**src/rtl/bce_pkg.sv**
```systemverilog
// bce_pkg: shared types and constants of the biquad cascade equalizer
// depends on nothing; imported by the sequencer, the MAC unit and the top level

package bce_pkg;

    // fixed widths of the data path
    localparam int SAMPLE_W  = 16;
    localparam int CHAN_W    = 3;
    localparam int COEF_W    = 16;
    localparam int HIST_W    = 32;
    localparam int PROD_W    = COEF_W + HIST_W;
    localparam int ACC_W     = PROD_W + 4;
    localparam int FRAC_SH   = 14;
    localparam int PCM_SH    = 8;
    localparam int BAND_W    = 3;
    localparam int TERM_W    = 3;
    localparam int CFG_IDX_W = 3;
    localparam int CFG_W     = 64;

    // configuration register indexes
    localparam logic [CFG_IDX_W-1:0] REG_ENABLE = 3'd0;
    localparam logic [CFG_IDX_W-1:0] REG_BAND0  = 3'd1;
    localparam int                   COEF_REGS  = 5;

    // b0 = 1.0, everything else zero
    localparam logic [CFG_W-1:0] COEF_IDENTITY = 64'd16384;

    // product terms of one band step, in issue order
    localparam logic [TERM_W-1:0] TERM_B0 = 3'd0;
    localparam logic [TERM_W-1:0] TERM_B1 = 3'd1;
    localparam logic [TERM_W-1:0] TERM_B2 = 3'd2;
    localparam logic [TERM_W-1:0] TERM_A1 = 3'd3;
    localparam logic [TERM_W-1:0] TERM_A2 = 3'd4;

    typedef enum logic [1:0] {
        ST_IDLE,
        ST_MAC,
        ST_WRITE,
        ST_DONE
    } state_t;

    // sequencer controls for the MAC unit and the history path
    typedef struct packed {
        logic              mac;
        logic              wr;
        logic              done;
        logic [TERM_W-1:0] term;
        logic [BAND_W-1:0] band;
    } seq_ctl_t;

endpackage

```
**src/rtl/bce_ifs.sv**
```systemverilog
// bce_ifs: valid/ready channel interfaces for samples in and equalized samples out
// depends on nothing

interface bce_in_if;
    logic              valid;
    logic              ready;
    logic signed [15:0] sample_in;
    logic [2:0]        channel;
    logic              end_of_block;

    modport source (output valid, output sample_in, output channel, output end_of_block,
                     input ready);
    modport sink (input valid, input sample_in, input channel, input end_of_block,
                   output ready);
endinterface

interface bce_out_if;
    logic              valid;
    logic              ready;
    logic signed [15:0] sample_out;
    logic [2:0]        channel_out;
    logic              end_of_block_out;

    modport source (output valid, output sample_out, output channel_out,
                     output end_of_block_out, input ready);
    modport sink (input valid, input sample_out, input channel_out,
                   input end_of_block_out, output ready);
endinterface

```
**src/rtl/biquad_cascade_equalizer.sv**
```systemverilog
// Five-band biquad equalizer: every band runs five multiply-accumulates on one shared MAC.
// Filtered word: the sequencer runs the MAC states and a write state for each band, then a done
// state that loads the output register; no new word is taken until it is back in idle.
// Passed-through word: goes straight to the done state. The done state waits for a free output.
// Reset sets enable to 1, coefficients to identity, and makes all history read as zero.

module biquad_cascade_equalizer
    import bce_pkg::*;
#(
    parameter int BANDS    = 5,
    parameter int CHANNELS = 2
) (
    input  logic                 clk,
    input  logic                 rst_n,
    bce_in_if.sink               audio,
    bce_out_if.source            equalized,
    input  logic                 cfg_we,
    input  logic [CFG_IDX_W-1:0] cfg_index,
    input  logic [CFG_W-1:0]     cfg_data
);

    localparam int ROWS   = BANDS * CHANNELS;
    localparam int ADDR_W = (ROWS > 1) ? $clog2(ROWS) : 1;
    localparam int BIDX_W = (BANDS > 1) ? $clog2(BANDS) : 1;
    localparam int ROW_W  = 4 * HIST_W;

    seq_ctl_t ctl;
    logic     idle;
    logic     in_fire;
    logic     filt;
    logic     out_free;

    logic             enable_reg;
    logic [CFG_W-1:0] coef_reg [BANDS];

    logic [ADDR_W-1:0] base_addr;
    logic [ADDR_W-1:0] rd_addr;
    logic [ADDR_W-1:0] k_reg;
    logic [ROW_W-1:0]  rd_data;
    logic [ROW_W-1:0]  wr_data;
    logic [ROWS-1:0]   row_valid_reg;
    logic              rd_valid_reg;

    logic signed [HIST_W-1:0] hx1, hx2, hy1, hy2;
    logic signed [HIST_W-1:0] x_reg;
    logic signed [HIST_W-1:0] y;
    logic [CHAN_W-1:0]        ch_reg;
    logic                     eob_reg;

    logic [CFG_W-1:0]         coef_word;
    logic signed [COEF_W-1:0] coef;
    logic signed [HIST_W-1:0] operand;

    logic signed [HIST_W:0]     adj;
    logic signed [HIST_W:0]     q;
    logic signed [SAMPLE_W-1:0] q_clip;

    logic                       out_valid_reg;
    logic signed [SAMPLE_W-1:0] sample_out_reg;
    logic [CHAN_W-1:0]          channel_out_reg;
    logic                       eob_out_reg;

    // input handshake and routing decision
    assign audio.ready = idle;
    assign in_fire     = audio.valid && idle;
    assign filt        = enable_reg && ({1'b0, audio.channel} < (CHAN_W + 1)'(CHANNELS));
    assign out_free    = !out_valid_reg || equalized.ready;

    bce_seq #(
        .BANDS (BANDS)
    ) u_seq (
        .clk      (clk),
        .rst_n    (rst_n),
        .start    (in_fire),
        .filt     (filt),
        .out_free (out_free),
        .idle     (idle),
        .ctl      (ctl)
    );

    // configuration registers
    always_ff @(posedge clk or negedge rst_n)
    begin
        if (!rst_n)
        begin
            enable_reg <= 1'b1;
        end
        else if (cfg_we && (cfg_index == REG_ENABLE))
        begin
            enable_reg <= cfg_data[0];
        end
    end

    for (genvar b = 0; b < BANDS; b++)
    begin : g_coef
        always_ff @(posedge clk or negedge rst_n)
        begin
            if (!rst_n)
            begin
                coef_reg[b] <= COEF_IDENTITY;
            end
            else if (cfg_we && (b < COEF_REGS)
                     && (cfg_index == REG_BAND0 + CFG_IDX_W'(b)))
            begin
                coef_reg[b] <= cfg_data;
            end
        end
    end

    // history row address: first band of the channel, then one row per band
    assign base_addr = ADDR_W'(int'(audio.channel) * BANDS);

    always_comb
    begin
        if (idle)
        begin
            rd_addr = base_addr;
        end
        else if (ctl.wr)
        begin
            rd_addr = k_reg + ADDR_W'(1);
        end
        else
        begin
            rd_addr = k_reg;
        end
    end

    bce_ram #(
        .WIDTH (ROW_W),
        .DEPTH (ROWS)
    ) u_hist (
        .clk     (clk),
        .we      (ctl.wr),
        .wr_addr (k_reg),
        .wr_data (wr_data),
        .rd_addr (rd_addr),
        .rd_data (rd_data)
    );

    // row valid bits stand in for the cleared history
    always_ff @(posedge clk or negedge rst_n)
    begin
        if (!rst_n)
        begin
            row_valid_reg <= '0;
            rd_valid_reg  <= 1'b0;
        end
        else
        begin
            if (ctl.wr)
            begin
                row_valid_reg[k_reg] <= 1'b1;
            end
            rd_valid_reg <= ({1'b0, rd_addr} < (ADDR_W + 1)'(ROWS)) ? row_valid_reg[rd_addr]
                                                                   : 1'b0;
        end
    end

    // unpack history, never written rows read as zero
    always_comb
    begin
        hx1 = rd_valid_reg ? rd_data[HIST_W-1:0]            : '0;
        hx2 = rd_valid_reg ? rd_data[2*HIST_W-1:HIST_W]     : '0;
        hy1 = rd_valid_reg ? rd_data[3*HIST_W-1:2*HIST_W]   : '0;
        hy2 = rd_valid_reg ? rd_data[4*HIST_W-1:3*HIST_W]   : '0;
        wr_data = {hy1, y, hx1, x_reg};
    end

    // coefficient and operand for the current term
    assign coef_word = coef_reg[ctl.band[BIDX_W-1:0]];

    always_comb
    begin
        case (ctl.term) inside
            TERM_B0:
            begin
                coef    = coef_word[15:0];
                operand = x_reg;
            end
            TERM_B1, TERM_A1:
            begin
                coef    = coef_word[31:16];
                operand = (ctl.term == TERM_B1) ? hx1 : hy1;
            end
            TERM_B2:
            begin
                coef    = coef_word[47:32];
                operand = hx2;
            end
            TERM_A2:
            begin
                coef    = coef_word[63:48];
                operand = hy2;
            end
            default:
            begin
                coef    = '0;
                operand = '0;
            end
        endcase
    end

    bce_mac u_mac (
        .clk     (clk),
        .ctl     (ctl),
        .coef    (coef),
        .operand (operand),
        .y       (y)
    );

    // working sample and row pointer
    always_ff @(posedge clk)
    begin
        if (in_fire)
        begin
            x_reg   <= HIST_W'(audio.sample_in) <<< PCM_SH;
            k_reg   <= base_addr;
            ch_reg  <= audio.channel;
            eob_reg <= audio.end_of_block;
        end
        else if (ctl.wr)
        begin
            x_reg <= y;
            k_reg <= k_reg + ADDR_W'(1);
        end
    end

    // back to a PCM sample: truncate toward zero, clip to 16 bits
    always_comb
    begin
        adj = (HIST_W + 1)'(x_reg) + (x_reg[HIST_W-1] ? (HIST_W + 1)'(255) : '0);
        q   = adj >>> PCM_SH;
        if (q > (HIST_W + 1)'(32767))
        begin
            q_clip = 16'sh7FFF;
        end
        else if (q < -(HIST_W + 1)'(32768))
        begin
            q_clip = 16'sh8000;
        end
        else
        begin
            q_clip = q[SAMPLE_W-1:0];
        end
    end

    // output register
    always_ff @(posedge clk or negedge rst_n)
    begin
        if (!rst_n)
        begin
            out_valid_reg <= 1'b0;
        end
        else if (ctl.done && out_free)
        begin
            out_valid_reg <= 1'b1;
        end
        else if (equalized.ready)
        begin
            out_valid_reg <= 1'b0;
        end
    end

    always_ff @(posedge clk)
    begin
        if (ctl.done && out_free)
        begin
            sample_out_reg  <= q_clip;
            channel_out_reg <= ch_reg;
            eob_out_reg     <= eob_reg;
        end
    end

    assign equalized.valid            = out_valid_reg;
    assign equalized.sample_out       = sample_out_reg;
    assign equalized.channel_out      = channel_out_reg;
    assign equalized.end_of_block_out = eob_out_reg;

endmodule

```
**src/rtl/bce_ram.sv**
```systemverilog
// bce_ram: generic single write port, single read port RAM with registered read
// depends on nothing

module bce_ram #(
    parameter int WIDTH = 128,
    parameter int DEPTH = 10
) (
    input  logic                                  clk,
    input  logic                                  we,
    input  logic [((DEPTH > 1) ? $clog2(DEPTH) : 1)-1:0] wr_addr,
    input  logic [WIDTH-1:0]                      wr_data,
    input  logic [((DEPTH > 1) ? $clog2(DEPTH) : 1)-1:0] rd_addr,
    output logic [WIDTH-1:0]                      rd_data
);

    logic [WIDTH-1:0] mem [DEPTH];

    // write port
    always_ff @(posedge clk)
    begin
        if (we)
        begin
            mem[wr_addr] <= wr_data;
        end
    end

    // registered read port
    always_ff @(posedge clk)
    begin
        rd_data <= mem[rd_addr];
    end

endmodule

```
**src/rtl/bce_seq.sv**
```systemverilog
// bce_seq: sequencer that walks the bands and product terms of one sample
// depends on bce_pkg

module bce_seq
    import bce_pkg::*;
#(
    parameter int BANDS = 5
) (
    input  logic     clk,
    input  logic     rst_n,
    input  logic     start,
    input  logic     filt,
    input  logic     out_free,
    output logic     idle,
    output seq_ctl_t ctl
);

    state_t            state_reg, state_next;
    logic [TERM_W-1:0] term_reg, term_next;
    logic [BAND_W-1:0] band_reg, band_next;
    logic              last_band;

    assign last_band = (band_reg == BAND_W'(BANDS - 1));

    // state registers
    always_ff @(posedge clk or negedge rst_n)
    begin
        if (!rst_n)
        begin
            state_reg <= ST_IDLE;
            term_reg  <= TERM_B0;
            band_reg  <= '0;
        end
        else
        begin
            state_reg <= state_next;
            term_reg  <= term_next;
            band_reg  <= band_next;
        end
    end

    // next state
    always_comb
    begin
        state_next = state_reg;
        term_next  = term_reg;
        band_next  = band_reg;
        unique case (state_reg)
            ST_IDLE:
            begin
                if (start)
                begin
                    state_next = filt ? ST_MAC : ST_DONE;
                    term_next  = TERM_B0;
                    band_next  = '0;
                end
            end
            ST_MAC:
            begin
                term_next = term_reg + TERM_W'(1);
                if (term_reg == TERM_A2)
                begin
                    state_next = ST_WRITE;
                end
            end
            ST_WRITE:
            begin
                if (last_band)
                begin
                    state_next = ST_DONE;
                end
                else
                begin
                    state_next = ST_MAC;
                    term_next  = TERM_B0;
                    band_next  = band_reg + BAND_W'(1);
                end
            end
            ST_DONE:
            begin
                if (out_free)
                begin
                    state_next = ST_IDLE;
                end
            end
            default:
            begin
                state_next = ST_IDLE;
            end
        endcase
    end

    // outputs
    always_comb
    begin
        idle     = (state_reg == ST_IDLE);
        ctl.mac  = (state_reg == ST_MAC);
        ctl.wr   = (state_reg == ST_WRITE);
        ctl.done = (state_reg == ST_DONE);
        ctl.term = term_reg;
        ctl.band = band_reg;
    end

endmodule

```
**src/rtl/bce_mac.sv**
```systemverilog
// bce_mac: shared 16x32 multiplier and accumulator for the biquad terms
// depends on bce_pkg; gives the saturated Q23.8 band output in the write cycle

module bce_mac
    import bce_pkg::*;
(
    input  logic                     clk,
    input  seq_ctl_t                 ctl,
    input  logic signed [COEF_W-1:0] coef,
    input  logic signed [HIST_W-1:0] operand,
    output logic signed [HIST_W-1:0] y
);

    logic signed [PROD_W-1:0] prod_reg;
    logic                     sub_reg;
    logic signed [ACC_W-1:0]  acc_reg, acc_next;
    logic signed [ACC_W-1:0]  addend;
    logic signed [ACC_W-1:0]  sum;
    logic signed [ACC_W-1:0]  shifted;

    // multiply stage, feedback terms are subtracted
    always_ff @(posedge clk)
    begin
        prod_reg <= coef * operand;
        sub_reg  <= (ctl.term >= TERM_A1);
    end

    // signed addend and running sum
    always_comb
    begin
        addend   = sub_reg ? -ACC_W'(prod_reg) : ACC_W'(prod_reg);
        sum      = ((ctl.term == TERM_B1) ? '0 : acc_reg) + addend;
        acc_next = ctl.mac ? sum : acc_reg;
    end

    always_ff @(posedge clk)
    begin
        acc_reg <= acc_next;
    end

    // floor shift back to Q23.8 and saturate to 32 bits
    always_comb
    begin
        shifted = sum >>> FRAC_SH;
        if ((&shifted[ACC_W-1:HIST_W-1]) || !(|shifted[ACC_W-1:HIST_W-1]))
        begin
            y = shifted[HIST_W-1:0];
        end
        else if (shifted[ACC_W-1])
        begin
            y = {1'b1, {(HIST_W-1){1'b0}}};
        end
        else
        begin
            y = {1'b0, {(HIST_W-1){1'b1}}};
        end
    end

endmodule

```
**src/flat_wrapper.sv**
```systemverilog
// flat-port wrapper written by rule: the top's interface ports become plain ports
module biquad_cascade_equalizer_flat import bce_pkg::*;
#(
    parameter int BANDS    = 5,
    parameter int CHANNELS = 2
)
  (clk, rst_n, cfg_we, cfg_index, cfg_data, audio_valid, audio_sample_in, audio_channel, audio_end_of_block, audio_ready, equalized_valid, equalized_sample_out, equalized_channel_out, equalized_end_of_block_out, equalized_ready);
  bce_in_if audio_i ();
  bce_out_if equalized_i ();
  input  logic clk;
  input  logic rst_n;
  input  logic cfg_we;
  input  logic [CFG_IDX_W-1:0] cfg_index;
  input  logic [CFG_W-1:0] cfg_data;
  input wire logic [$bits(audio_i.valid)-1:0] audio_valid;
  input wire logic [$bits(audio_i.sample_in)-1:0] audio_sample_in;
  input wire logic [$bits(audio_i.channel)-1:0] audio_channel;
  input wire logic [$bits(audio_i.end_of_block)-1:0] audio_end_of_block;
  output wire logic [$bits(audio_i.ready)-1:0] audio_ready;
  output wire logic [$bits(equalized_i.valid)-1:0] equalized_valid;
  output wire logic [$bits(equalized_i.sample_out)-1:0] equalized_sample_out;
  output wire logic [$bits(equalized_i.channel_out)-1:0] equalized_channel_out;
  output wire logic [$bits(equalized_i.end_of_block_out)-1:0] equalized_end_of_block_out;
  input wire logic [$bits(equalized_i.ready)-1:0] equalized_ready;
  assign audio_i.valid = audio_valid;
  assign audio_i.sample_in = audio_sample_in;
  assign audio_i.channel = audio_channel;
  assign audio_i.end_of_block = audio_end_of_block;
  assign audio_ready = audio_i.ready;
  assign equalized_valid = equalized_i.valid;
  assign equalized_sample_out = equalized_i.sample_out;
  assign equalized_channel_out = equalized_i.channel_out;
  assign equalized_end_of_block_out = equalized_i.end_of_block_out;
  assign equalized_i.ready = equalized_ready;
  biquad_cascade_equalizer #(.BANDS(BANDS), .CHANNELS(CHANNELS)) u_core (.clk(clk), .rst_n(rst_n), .audio(audio_i), .equalized(equalized_i), .cfg_we(cfg_we), .cfg_index(cfg_index), .cfg_data(cfg_data));
endmodule
```
**config.mk**
```make
export PLATFORM = sky130hd
export DESIGN_NAME = biquad_cascade_equalizer_flat
export DESIGN_NICKNAME = d
export VERILOG_FILES = /design/src/rtl/bce_pkg.sv /design/src/rtl/bce_ifs.sv /design/src/rtl/biquad_cascade_equalizer.sv /design/src/rtl/bce_ram.sv /design/src/rtl/bce_seq.sv /design/src/rtl/bce_mac.sv /design/src/flat_wrapper.sv
export SDC_FILE = /design/constraint.sdc
export NUM_CORES = 2
export LEC_CHECK = 0
export BUFFER_PORTS_ARGS = -buffer_cell sky130_fd_sc_hd__buf_2
export CORE_MARGIN = 2
export CORE_UTILIZATION = 30
export DETAILED_ROUTE_END_ITERATION = 10
export MAX_ROUTING_LAYER = met4
export PLACE_DENSITY = 0.49
export REMOVE_ABC_BUFFERS = 1
export SYNTH_ARGS = -nofsm -noshare
export SYNTH_HDL_FRONTEND = slang
export SYNTH_HIERARCHICAL = 1
export SYNTH_SLANG_ARGS = --single-unit
```
**constraint.sdc**
```tcl
create_clock -name clk -period 10.3 [get_ports clk]
set_input_delay 3.09 -clock clk [delete_from_list [all_inputs] [get_ports clk]]
set_output_delay 3.09 -clock clk [all_outputs]
set_load 0.02 [all_outputs]
```
# Word level (Yosys, flattened, before mapping)
# Memories as Yosys holds them, arrays and structs flattened. A register that Yosys moved wholly into a read port is not among the register bits.
# Index checks and enable logic that the tools add are counted.
[op_classes] n_bitwise=2 eq_ne=17 n_mul=2 n_mux=47 add_sub_neg=6 n_reduce_logical=27 magnitude_cmp=9
[ops] operator="$mux 32" count=13
[ops] operator="$bmux 64 s3" count=1
[ops] operator="$mux 64" count=2
[ops] operator="$mux 52" count=2
[ops] operator="$mux 16" count=5
[ops] operator="$add 52x52->52" count=1
[ops] operator="$neg 48->52" count=1
[ops] operator="$mul 16x32->48" count=1
[ops] operator="$add 32x9->33" count=1
[ops] operator="$gt 25x16->1 const B" count=1
[ops] operator="$lt 25x16->1 const B" count=1
[ops] operator="$eq 3x2->1 const B" count=4
[ops] operator="$eq 3x3->1 const B" count=4
[ops] operator="$mux 4" count=3
[ops] operator="$logic_and 1x1->1" count=10
[ops] operator="$lt 4x5->1 const B" count=2
[ops] operator="$mux 2" count=5
[ops] operator="$or 10x10->10" count=1
[ops] operator="$mux 3" count=3
[ops] operator="$pmux 3 s3" count=1
[ops] operator="$reduce_and 3->1" count=3
[ops] operator="$mux 8" count=1
[ops] operator="$pmux 2 s4" count=1
[ops] operator="$mux 1" count=7
[ops] operator="other kinds (26)" count=36
[word_totals] ff_bits=502 in_bits=92 word_cells=134 mem_count=1 ramBits=1280 out_inout_bits=22
[memory_table] name="u_core.u_hist.mem" words=10 word_bits=128 rd=1 rd_ports_with_merged_regs=1 write_ports=1 line="bce_ram.sv:16" source="logic [WIDTH-1:0] mem [DEPTH];"

# Longest topological paths before layout
[logic_depth] word_depth=9 ltp_mapped=34 ltp_nobuf=31

# By module
# Netlist, hierarchy kept.
[modules_own_cells] module="bce_ram" area_each_um2=52649.2 seq_area_each_um2=40999.3 instances=1 cells_per_inst=2735
[modules_own_cells] module="bce_mac" area_each_um2=25630.8 seq_area_each_um2=2542.4 instances=1 cells_per_inst=2912
[modules_own_cells] module="biquad_cascade_equalizer" area_each_um2=19927.9 seq_area_each_um2=10022.1 instances=1 cells_per_inst=1677
[modules_own_cells] module="bce_seq" area_each_um2=508.0 seq_area_each_um2=200.2 instances=1 cells_per_inst=53

# Worst setup path after synthesis
# OpenSTA, ideal clock, no wires.
[synth_path] path_kind="reg2reg" start="register u_core.u_seq.state_reg[0]" end="memory u_core.u_hist.mem[0][0], enable pin" stages_incl_launch_ff=5 setup_ns=0.772 t_required_ns=9.528 arrival_ns=9.903 slack_ns=-0.375 period_less_slack_ns=10.675 path_buffers=1 cell_sequence="dfrtp_1 -> buf_6 -> nor2b_1 -> or3b_2 -> nor3_1"
[synth_lines] item="start, declared" line="bce_seq.sv:18" source="state_t state_reg, state_next;"
[synth_lines] item="start signal, assigned" line="bce_seq.sv:36" source="state_reg <= state_next;"
[synth_lines] item="end, declared" line="bce_ram.sv:16"

# Final worst setup path
[layout_path] start="register u_core.u_seq.term_reg[2]" end="register u_core.u_mac.prod_reg[33]"
[layout_between] elab_chain_cells=6 word_cells_on_any_way=16 classes_between="mul (1); eq/ne (4); mux (9); reduce/logical (2)"
[layout_lines] item="start, declared" line="bce_seq.sv:19" source="logic [TERM_W-1:0] term_reg, term_next;"
[layout_lines] item="start signal, assigned" line="bce_seq.sv:37" source="term_reg <= term_next;"
[layout_lines] item="$eq 3x3->1 (no source line)"
[layout_lines] item="$mux 16 (3 in a row)" line="biquad_cascade_equalizer.sv:175" source="case (ctl.term) inside"
[layout_lines] item="$mux 16 (*)" line="biquad_cascade_equalizer.sv:175"
[layout_lines] item="via u_core.coef[1]" line="biquad_cascade_equalizer.sv:51" source="logic signed [COEF_W-1:0] coef;"
[layout_lines] item="$mul 16x32->48 (*)" line="bce_mac.sv:24" source="prod_reg <= coef * operand;"
[layout_lines] item="end signal, assigned" line="bce_mac.sv:24"
[layout_lines] item="end, declared" line="bce_mac.sv:14" source="logic signed [PROD_W-1:0] prod_reg;"
# Mark *: on every way through the listed nets, which the timed path passes. The rest lies on a longest branch.
# A chain may end at the register's enable or synchronous reset.

==> results by group <==
Status
  – Status: completed

Global route
  – Overflow after GRT: 0
  – Largest net degree at the start of global routing: 167
  – Number of antenna violations at the first check in global routing: 35
  – GRT Util Overall: 0.174
  – First-pass GRT wire length: 424000 um
  – Vias in the first global route: 62400

Yosys
  – Yosys cell types: 94
  – Yosys warns: 6
  – Share of the synthesized area in the top cell type: 0.420
  – Synthesized cell area: 0.0987 mm^2
  – Leading area contributor after synthesis: edfxtp_1
  – Simple-Gate Fraction of Synth Area: 0.0636
  – Syn Inst Count: 7377
  – Main area contributors after synthesis: edfxtp_1 (42%), fa_1 (9.9%), dfrtp_1 (8.5%)
  – XOR/XNOR share of the synthesized area: 0.0148
  – Largest family of logic cells by synthesized area: multiplexers
  – Mux cell area share after synthesis: 0.123
  – Synth async-reset ratio: 0.179
  – Synthesized area per cell: 13.4 um^2
  – Synth Flop Type: edfxtp_1
  – Synth Register Bits: 1910
  – Post-synthesis compound-gate area fraction: 0.0877
  – Adder-Cell Fraction of Synth Area: 0.122
  – Register area share after synthesis: 0.545
  – Number of flops mapped to enable cells by yosys: 1380

Layout
  – Largest register FFs: 1280
  – Nets@finish: 8213
  – Share of cells above drive strength 1: 0.201
  – Final core occ: 0.340
  – Filler cells: 32100
  – Finished Cell Area: 0.111 mm^2
  – Synth-to-Final Area Change: 12.7%
  – Most common cell after layout, fill and taps aside: edfxtp_1
  – Most frequent cells in the layout: edfxtp_1 (1380), mux2_2 (687), inv_1 (665), nand2_1 (628), fa_1 (487)

Drt
  – DRT iter0 DRCs: 4706
  – Drt pass-1 iters: 5
  – DRC: 0
  – Antenna Violating Nets Remaining: 0
  – Detailed-route wire length: 286000 um
  – Vias: 59800
  – Vias per inst: 4.99
  – DR WL/cell: 23.9 um

Clocking
  – CTS buffer count: 208
  – TritonCTS clock tree: done
  – CTS root buf: clkbuf_16
  – Clk slew on worst S/H paths: 60 ps
  – H-Tree Depth: 4
  – CTS sink count: 1910
  – Worst skew pair latency: 920 ps
  – CTS Buffer Depth: 4

STA
  – Final Worst Setup Slack: 482 ps
  – Tightest Pin Transition: 1300 ps
  – Hold Vio Cnt, Final: 0
  – RSZ-0062 raised after global routing: no
  – Final hold slack: 419 ps
  – Final setup violation count: 0
  – Top achievable clock speed: 102 MHz
  – Crit share post-route: 0.953
  – Slew margin rel.: 0.134
  – Pins Over Slew Limit: 0
  – Skew final: 115 ps
  – Post-layout min period: 9820 ps

Placement
  – Port Buf Inserts: 113
  – Dpl cell area: 0.105 mm^2
  – Global placement routability congestion: 0.864
  – Hpwl dp: 177000 um
  – Dpl ws: 67.6 ps

Setup path
  – Crit-path most repeated cell: fa_1
  – Crit. End Element: register
  – Reg2Reg Setup Slack: 480 ps
  – CP arrival: 10510 ps
  – WS Path Type: reg2reg
  – CP max-delay cell: a221oi_1
  – Startpoint Class: register
  – CP required: 10990 ps
  – Buf+Inv Stages, Crit Path: 6
  – Crit-path max cell delay: 650 ps
  – CP max FO: 43
  – Top cell family by delay on the critical path: adder cells

Floorplanning
  – Die Wd: 578 um
  – Die Ht: 578 um
  – Core area: 0.327 mm^2
  – Initial core utilization: 0.302
  – # IOs: 114
  – Die ar.: 0.334 mm^2
  – Row Count: 210

Worst hold path
  – Hold crit path type: reg2reg

Run
  – Max cap viols: 0
[through the flow]
stage	TNS, ps	instances
6_report	0	12000
5_1_grt	0	12000
4_1_cts	0	12000
3_5_place_dp	0	11600
3_3_place_gp	0	11600
2_1_floorplan	-1898660	6963
[cells by family after synthesis]
logic type / after synthesis
flip-flops: 1910
AND/OR/NAND/NOR: 1301
AO/OA/AOI/OAI: 1170
buffers and inverters: 1083
multiplexers: 1080
adder cells (fa/ha/maj): 669
XOR/XNOR: 164
[cell usage after synthesis, drive strengths merged, types with 45 or more instances]
cell type,n
nand2,631
mux2,712
mux2i,336
dfrtp,335
clkbuf,296
xnor2,128
buf,118
a22oi,48
a21oi,186
o21a,46
inv,667
nor2,111
edfxtp,1380
o31ai,146
a22o,130
ha,182
nand3,62
and2,255
dfxtp,189
o22ai,181
o21ai,184
a21o,45
nor2b,70
fa,487
[path summary, 6_finish.rpt]
kind                       cells after the start                startpoint                              end
setup / recovery                              28  u_core/u_seq/term_reg[2]        u_core/u_mac/prod_reg[33]
hold reg to reg                                0          u_core/ch_reg[2]  u_core/equalized.channel_out[2]
hold / removal                                 0          u_core/ch_reg[2]  u_core/equalized.channel_out[2]
min in group asynchronous                      1                     rst_n             u_core/coef_reg[170]
setup reg to reg                              28  u_core/u_seq/term_reg[2]        u_core/u_mac/prod_reg[33]
max in group asynchronous                      2                     rst_n             u_core/coef_reg[130]
[repair_timing]
| action | in CTS | in global routing |
|---|---|---|
| gates resized for setup | 0 | 22 |
| setup endpoints to repair | 0 | 11 |
| setup buffers | 0 | 2 |
| hold buffers | 0 | 0 |
[cell type report]
cell class | count | area [um^2] | area share
Sequential cell | 1910 | 53800 | 0.483
Clock buffer | 299 | 5840 | 0.0524
Multi-Input combinational cell | 4385 | 40900 | 0.368
Clock inverter | 73 | 689 | 0.00619
Tap cell | 4346 | 5440 | 0.0489
Inverter | 669 | 2520 | 0.0226
Antenna cell | 22 | 55.1 | 0.000495
Timing Repair Buffer | 278 | 2050 | 0.0184
[metal layers]
| layer | share of wire | wire [um] | vias up | GRT usage |
|---|---|---|---|---|
| met4 | 0.020 | 5650 | 0 | 0.0364 |
| met2 | 0.48 | 137000 | 1423 | 0.282 |
| li1 | - | - | 26500 | - |
| met1 | 0.45 | 130000 | 31500 | 0.234 |
| met3 | 0.048 | 13900 | 332 | 0.0229 |
| met5 | 0 | 0 | - | - |
Power is not shown: default switching activity piles up to over one toggle a cycle in this logic, so the estimate is an artifact.
